--- src/sv/pcr_pkg.sv ---
// Shared types and constants for the periodic Catmull-Rom evaluator.
`default_nettype none
package pcr_pkg;
    localparam int PER_W  = 36;   // loop period and knot time width
    localparam int TIME_W = 40;   // signed width of extended knot times
    localparam int WIDE_W = 64;   // intermediate coordinate width
    localparam int COORD_W = 32;

    localparam logic [WIDE_W-1:0] WIDE_LIM = 64'h2000_0000_0000_0000;

    typedef logic [1:0] req_t;
    localparam req_t REQ_CLEAR  = 2'd0;
    localparam req_t REQ_APPEND = 2'd1;
    localparam req_t REQ_EVAL   = 2'd2;

    typedef logic [1:0] status_t;
    localparam status_t ST_OK    = 2'd0;
    localparam status_t ST_EMPTY = 2'd1;
    localparam status_t ST_FULL  = 2'd2;
    localparam status_t ST_DUP   = 2'd3;
endpackage
`default_nettype wire

--- src/sv/pcr_lerp.sv ---
// Shared interpolation unit: a + round((b - a) * num / den), shift-add then restoring divide.
`default_nettype none
module pcr_lerp
    import pcr_pkg::*;
(
    input  wire logic                     clk,
    input  wire logic                     rst_n,
    input  wire logic                     start,
    input  wire logic signed [WIDE_W-1:0] a,
    input  wire logic signed [WIDE_W-1:0] b,
    input  wire logic signed [TIME_W-1:0] num,
    input  wire logic signed [TIME_W-1:0] den,
    output logic                          done,
    output logic signed [WIDE_W-1:0]      y
);
    localparam int ACC_W = WIDE_W + TIME_W;

    typedef enum logic [2:0] {L_IDLE, L_MUL, L_RND, L_CHK, L_DIV, L_FIN} lstate_t;

    lstate_t                    state_reg;
    logic signed [WIDE_W-1:0]   a_reg;
    logic [WIDE_W-1:0]          ux_reg;
    logic [TIME_W-1:0]          un_reg;
    logic [TIME_W-1:0]          den_reg;
    logic                       neg_reg;
    logic [ACC_W-1:0]           acc_reg;
    logic [5:0]                 cnt_reg;
    logic [WIDE_W-1:0]          q_reg;
    logic [TIME_W:0]            rem_reg;
    logic                       done_reg;
    logic signed [WIDE_W-1:0]   y_reg;

    logic signed [WIDE_W-1:0]   diff;
    logic [WIDE_W-1:0]          lo;
    logic [TIME_W:0]            trial;
    logic                       ge;
    logic [WIDE_W-1:0]          qc;
    logic signed [WIDE_W-1:0]   sq;
    logic signed [WIDE_W-1:0]   sum;
    logic signed [WIDE_W-1:0]   lim_s;

    always_comb
    begin
        diff  = b - a;
        lo    = acc_reg[WIDE_W-1:0];
        trial = {rem_reg[TIME_W-1:0], lo[cnt_reg]};
        ge    = trial >= {1'b0, den_reg};
        qc    = (q_reg > WIDE_LIM) ? WIDE_LIM : q_reg;
        sq    = neg_reg ? -$signed(qc) : $signed(qc);
        sum   = a_reg + sq;
        lim_s = $signed(WIDE_LIM);
    end

    always_ff @(posedge clk or negedge rst_n)
    begin
        if (!rst_n)
        begin
            state_reg <= L_IDLE;
            done_reg  <= 1'b0;
        end
        else
        begin
            done_reg <= 1'b0;
            case (state_reg)
                L_IDLE:
                begin
                    if (start)
                    begin
                        a_reg     <= a;
                        ux_reg    <= diff[WIDE_W-1] ? -diff : diff;
                        un_reg    <= num[TIME_W-1] ? -num : num;
                        neg_reg   <= diff[WIDE_W-1] ^ num[TIME_W-1];
                        den_reg   <= den;
                        acc_reg   <= '0;
                        cnt_reg   <= 6'(TIME_W - 1);
                        state_reg <= L_MUL;
                    end
                end
                L_MUL:
                begin
                    acc_reg <= (acc_reg << 1)
                             + (un_reg[cnt_reg] ? {{TIME_W{1'b0}}, ux_reg} : '0);
                    if (cnt_reg == 6'd0)
                        state_reg <= L_RND;
                    else
                        cnt_reg <= cnt_reg - 6'd1;
                end
                L_RND:
                begin
                    acc_reg   <= acc_reg + {{WIDE_W{1'b0}}, den_reg >> 1};
                    state_reg <= L_CHK;
                end
                L_CHK:
                begin
                    // A quotient of 64 bits or more saturates straight away.
                    if (acc_reg[ACC_W-1:WIDE_W] >= den_reg)
                    begin
                        q_reg     <= WIDE_LIM;
                        state_reg <= L_FIN;
                    end
                    else
                    begin
                        rem_reg   <= {1'b0, acc_reg[ACC_W-1:WIDE_W]};
                        q_reg     <= '0;
                        cnt_reg   <= 6'(WIDE_W - 1);
                        state_reg <= L_DIV;
                    end
                end
                L_DIV:
                begin
                    rem_reg <= ge ? trial - {1'b0, den_reg} : trial;
                    q_reg   <= {q_reg[WIDE_W-2:0], ge};
                    if (cnt_reg == 6'd0)
                        state_reg <= L_FIN;
                    else
                        cnt_reg <= cnt_reg - 6'd1;
                end
                L_FIN:
                begin
                    if (sum > lim_s)
                        y_reg <= lim_s;
                    else if (sum < -lim_s)
                        y_reg <= -lim_s;
                    else
                        y_reg <= sum;
                    done_reg  <= 1'b1;
                    state_reg <= L_IDLE;
                end
                default:
                    state_reg <= L_IDLE;
            endcase
        end
    end

    assign done = done_reg;
    assign y    = y_reg;
endmodule
`default_nettype wire

--- config.mk ---
export PLATFORM = sky130hd
export DESIGN_NAME = pcr_lerp
export DESIGN_NICKNAME = d
export VERILOG_FILES = /design/src/sv/pcr_pkg.sv /design/src/sv/pcr_lerp.sv
export SDC_FILE = /design/constraint.sdc
export NUM_CORES = 2
export LEC_CHECK = 0
export ABC_AREA = 1
export BUFFER_PORTS_ARGS = -buffer_cell sky130_fd_sc_hd__buf_2
export CAP_MARGIN = 20
export CORE_UTILIZATION = 42
export DETAILED_ROUTE_END_ITERATION = 7
export PLACE_DENSITY = 0.55
export SLEW_MARGIN = 25
export SYNTH_ARGS = -nofsm -noshare
export SYNTH_HDL_FRONTEND = slang
export SYNTH_SLANG_ARGS = --single-unit
--- constraint.sdc ---
create_clock -name clk -period 48.6 [get_ports clk]
set_input_delay 4.86 -clock clk [delete_from_list [all_inputs] [get_ports clk]]
set_output_delay 4.86 -clock clk [all_outputs]
set_load 0.02 [all_outputs]
== Word level (Yosys, flattened, before mapping) ==
Index checks and enable logic that the tools add are counted.

* $add $sub $neg: 9
* Equal/unequal tests: 10
* Magnitude comparators: 6
* Muxes and demuxes: 27
* Bitwise logic cells: 1
* Reduce and logical (&&, ||, !) cells: 14

{| class="wikitable"
|+ Operators with widths
! cell !! number
|-
| $pmux W104 S3 || 1
|-
| $mux W64 || 4
|-
| $neg A64 Y64 || 2
|-
| $pmux W64 S2 || 1
|-
| $add A104 B39 Y104 || 1
|-
| $add A104 B64 Y104 || 1
|-
| $mux W104 || 1
|-
| $mux W40 || 2
|-
| $pmux W40 S2 || 1
|-
| $add A64 B64 Y64 || 1
|-
| $gt A64 B62 Y1 const B || 1
|-
| $gt A64 B63 Y1 const B || 1
|-
| $lt A64 B62 Y1 const B || 1
|-
| $sub A64 B64 Y64 || 1
|-
| $mux W63 || 1
|-
| $mux W62 || 1
|-
| $ge A41 B40 Y1 || 1
|-
| $ge A40 B40 Y1 || 1
|-
| $neg A40 Y40 || 1
|-
| $sub A40 B40 Y40 || 1
|-
| $mux W39 || 1
|-
| $mux W6 || 3
|-
| $pmux W6 S3 || 1
|-
| $pmux W3 S5 || 1
|-
| other kinds (18) || 36
|}

* Register bits after elaboration: 491
* Logic and storage cells: 82
* Output and inout bits: 65

== Depth between registers and ports, before layout ==
* Word-level depth: 7
* Mapped depth: 51
* Depth with buffers taken out: 45

== Least setup slack after synthesis ==
OpenSTA, ideal clock, no wires.

* Path type: input -> register
* From: in rst_n
* To: reg a_reg[0] (enable)
* Arrival time: 19.027 ns
* Cell stages on the path: 2
* Path buffers: 0
* Path slack: 28.537 ns
* Cell sequence: nand2_1 nor3_1

* Word-level cells in the longest chain between the ends: 1

{| class="wikitable"
|+ RTL lines
! what !! RTL line !! RTL
|-
| from (decl) || pcr_lerp.sv:7 || <nowiki>input wire logic rst_n,</nowiki>
|-
| $reduce_and A3 Y1 (no line) || - ||
|-
| to (signal assigned) || pcr_lerp.sv:69 || <nowiki>a_reg <= a;</nowiki>
|-
| to (decl) || pcr_lerp.sv:21 || <nowiki>logic signed [WIDE_W-1:0] a_reg;</nowiki>
|}

Every way passes these cells.
A chain may end at the register's enable or synchronous reset.

== Final worst setup path ==
* From: in a[0]
* To: reg ux_reg[61] (data pin)

* Word-level cells in the longest chain between the ends: 3

{| class="wikitable"
|+ RTL lines
! what !! RTL line !! RTL
|-
| from (decl) || pcr_lerp.sv:9 || <nowiki>input wire logic signed [WIDE_W-1:0] a,</nowiki>
|-
| $sub A64 B64 Y64 (*) || pcr_lerp.sv:44 || <nowiki>diff = b - a;</nowiki>
|-
| $neg A64 Y64 || pcr_lerp.sv:70 || <nowiki>ux_reg <= diff[WIDE_W-1] ? -diff : diff;</nowiki>
|-
| $mux W63 (*) || pcr_lerp.sv:70 ||
|-
| to (signal assigned) || pcr_lerp.sv:70 ||
|-
| to (decl) || pcr_lerp.sv:22 || <nowiki>logic [WIDE_W-1:0] ux_reg;</nowiki>
|}

Every way passes the cells marked *; elsewhere a longest branch is shown, timed or not.

==> metrics.md <==
| Metric | Value |
|---|---|
| Root Buffer | clkbuf_16 |
| Setup TNS | 0 ns |
| Hold WC Path Type | reg2reg |
| Slew Limit Headroom | 0.240 |
| Clock Pin Slew Worst Setup and Hold Paths | 0.06 ns |
| Worst setup SP type | input pin |
| Asr flop ratio synth | 0.00815 |
| Mapped Nets | 7,513 |
| Area of the multi-input gates | 28,100 um^2 |
| Post-synthesis sequential area ratio | 0.310 |
| Worst R2R Path Depth | 38 |
| Effective utilization at floorplan | 0.423 |
| Slowest cell delay on critical path | 0.56 ns |
| Critical path depth | 20 |
| Power per cell area | 54.2 nW/um^2 |
| R2r startpoint | q_reg[58]$_SDFFCE_PN0P_ |
| Area leader, netlist | edfxtp_1 |
| CP startpoint | a[0] |
| 1st-pass router iterations | 6 |
| Routed WL | 207,000 um |
| Initial DRC count | 5,493 |
| RSZ-0062 raised after global routing | no |
| Synth top area cells | edfxtp_1 31%, nand2_1 10%, nor2_1 9.5% |
| EDFF count, synth | 487 |
| Num rows | 123 |
| Post-Synthesis Cell Area | 47,600 um^2 |
| Register area | 14,700 um^2 |
| Worst Max-Slew Pin Slew | 1.14 ns |
| TritonCTS Buffers | 61 |
| CTS tree | done |
| Top cell by count, worst path | nand2_1 |
| Worst Path Arrival | 8.75 ns |
| Core Util, Final | 0.470 |
| Core area | 112,000 um^2 |
| CP max FO | 3 |
| Max reg flops | 104 |
| Largest net degree at the start of global routing | 122 |
| Maximum VDD drop | 31.7 uV |
| Clock skew | 0.0288 ns |
| Top-count cell post-synth | nand2_1 |
| WHS | 0.590 ns |
| Pleak | 22.6 nW |
| Initial antenna violation count | 9 |
| Setup CP Type | in2reg |
| Yosys warns | 0 |
| WL/cell | 23.6 um |
| Most used flip-flop cell after synthesis | edfxtp_1 |
| Post-DP HPWL | 173,000 um |
| Nets | 7,779 |
| Vias | 49.2k |
| Final setup vio count | 0 |
| CTS resizes | 0 |
| GR Util All Layers | 0.349 |
| Chip height | 338 um |
| Vias in the first global route | 45.8k |
| Filler Cell Count | 11.8k |
| Crit path capture | ux_reg[61]$_DFFE_PP_ |
| Share of layout cells above drive strength 1 | 0.0712 |
| Post-synth top cells | 1,264 x nand2_1, 1,200 x nor2_1, 1,133 x inv_1, 605 x a21oi_1, 521 x o21ai_0 |
| Yosys reg bits | 491 |
| Crit. End Element | flop |
| Worst-path cell chain | buf_2, ha_1, inv_1, fa_1, nand3_1, nand2_1, a21oi_2, o21ai_0, nand2_1, nand3_1, xnor2_1, nand2_1, nor2_1, nand2_1, nor3b_1, nand3_1, nand2_1, nand2_1, nand2_1, nand2_1 |
| Grt ovf | 0 |
| Number of I/O pins | 276 |
| Status | complete, no violations |
| Reg2reg setup slack | 40.63 ns |
| Fin crit share | 0.171 |
| Final hold vios | 0 |
| Hold buffers post-CTS | 0 |
| Delay-heaviest family, CP | simple AND/OR/NAND/NOR gates |
| Finished Layout Cells | 8,796 |
| R2R Path End | y[53]$_SDFFCE_PP0P_ |
| Slowest-stage cell, CP | nor3b_1 |
| Syn Area/Cell | 6.82 um^2 |
| Synth cell types | 64 |
| H-tree levels | 2 |
| Area delta synth->final | 10.9% |
| Worst Path Buf+Inv | 2 |
| Max clock buf depth | 3 |
| MaxCap Viol Count | 0 |
| ANT nets after route | 0 |
| Input/output buffers | 275 |
| DIE AREA | 115,000 um^2 |
| Number of max-slew violations in the final report | 0 |
| # DRC | 0 |
| Post-Syn Instances | 6,973 |
| Clock sink count | 491 |
| Top-area cell type share of the netlist area | 0.308 |
| Critical path data required time | 49.05 ns |
| Worst-skew pair later-pin latency | 0.72 ns |
| Tmin final | 8.30 ns |
| Cells after DPL | 8,676 |
| Routed vias/inst | 5.60 |
| Postcts setup bufs | 0 |
| First-pass GRT wire length | 299,000 um |
| GPL Wtd Cong | 1.04 |
| Fmax | 121 MHz |
| Die X | 338 um |
-- cell families (layout without fill, tap and decap cells) --
kind of cell,count (synthesis),count (layout),share of synthesized area
compound gates,1475,1475,0.171
simple gates,3103,3103,0.271
flops,491,491,0.310
xor+xnor,328,328,0.0606
other cells,0,4,0
buf+inv,1247,1566,0.100
fa+ha+maj,329,329,0.0873
-- per-layer routing --
metal  wire (um)  global-route usage  part of all wire  vias to the layer above
met5          65                   0           0.00031                        -
li1            -                   -                 -                    23700
met4        6600               0.101             0.032                        8
met3       18400              0.0667             0.089                      294
met2       87800               0.528              0.42                     2044
met1       94400               0.503              0.46                    23200
-- per-stage QoR --
stage,cell area (um^2),total power [mW],setup WS [ns]
final,52800,2.86,40.30
after global routing,52700,3.03,39.92
after CTS,52700,2.82,40.46
after detailed placement,50700,2.32,39.73
after global placement,50600,2.32,39.75
after floorplan,47600,1.78,28.54
-- area by class of cell --
cell class | instances | share of cell area
Multi-Input combinational cell | 5235 | 0.533
Antenna cell | 4 | 0.000190
Tap cell | 1500 | 0.0356
Clock buffer | 69 | 0.0301
Clock inverter | 47 | 0.00937
Timing Repair Buffer | 308 | 0.0310
Sequential cell | 491 | 0.279
Inverter | 1142 | 0.0814
-- worst min path at each step --
stage / slack (ns) / cells after the start / startpoint / end
after floorplan: 0.48 / 1 / state_reg[1]$_DFFE_PN0P_ / done$_DFF_PN0_
after global routing: 0.61 / 2 / q_reg[62]$_SDFFCE_PN0P_ / q_reg[63]$_SDFFCE_PN0P_
after CTS: 0.59 / 2 / q_reg[62]$_SDFFCE_PN0P_ / q_reg[63]$_SDFFCE_PN0P_
after detailed placement: 0.58 / 2 / rem_reg[17]$_DFFE_PP_ / rem_reg[18]$_DFFE_PP_
after global placement: 0.55 / 2 / q_reg[62]$_SDFFCE_PN0P_ / q_reg[63]$_SDFFCE_PN0P_
final: 0.59 / 2 / q_reg[62]$_SDFFCE_PN0P_ / q_reg[63]$_SDFFCE_PN0P_
-- worst register-to-register path: cells and delay by family (launching register included) --
kind	cells	cell delay (ns)
adders and majority gates	2	0.51
buffers and inverters	3	0.91
DFF	1	0.46
xor gates and xnor gates	1	0.25
AOI/OAI and AO/OA	2	0.85
and+or+nand+nor	30	4.85
-- power by group --
part           internal, mW  switching, mW
combinational         0.479           1.15
sequential            0.621          0.124
clock                 0.275          0.213
-- cell usage in the layout (no fill, tap or decap), types with 51 or more instances in the layout --
master	netlist	layout
a21oi_1	605	605
a31oi_1	51	51
buf_2	12	275
clkbuf_16	0	62
edfxtp_1	487	487
ha_1	324	324
inv_1	1133	1131
nand2_1	1264	1263
nand3_1	263	262
nand4_1	66	66
nor2_1	1200	1196
nor3_1	138	134
nor4_1	55	54
o21a_1	53	53
o21ai_0	521	520
xnor2_1	139	139
xor2_1	188	188
Note: power is estimated with default switching activity, not from simulation.
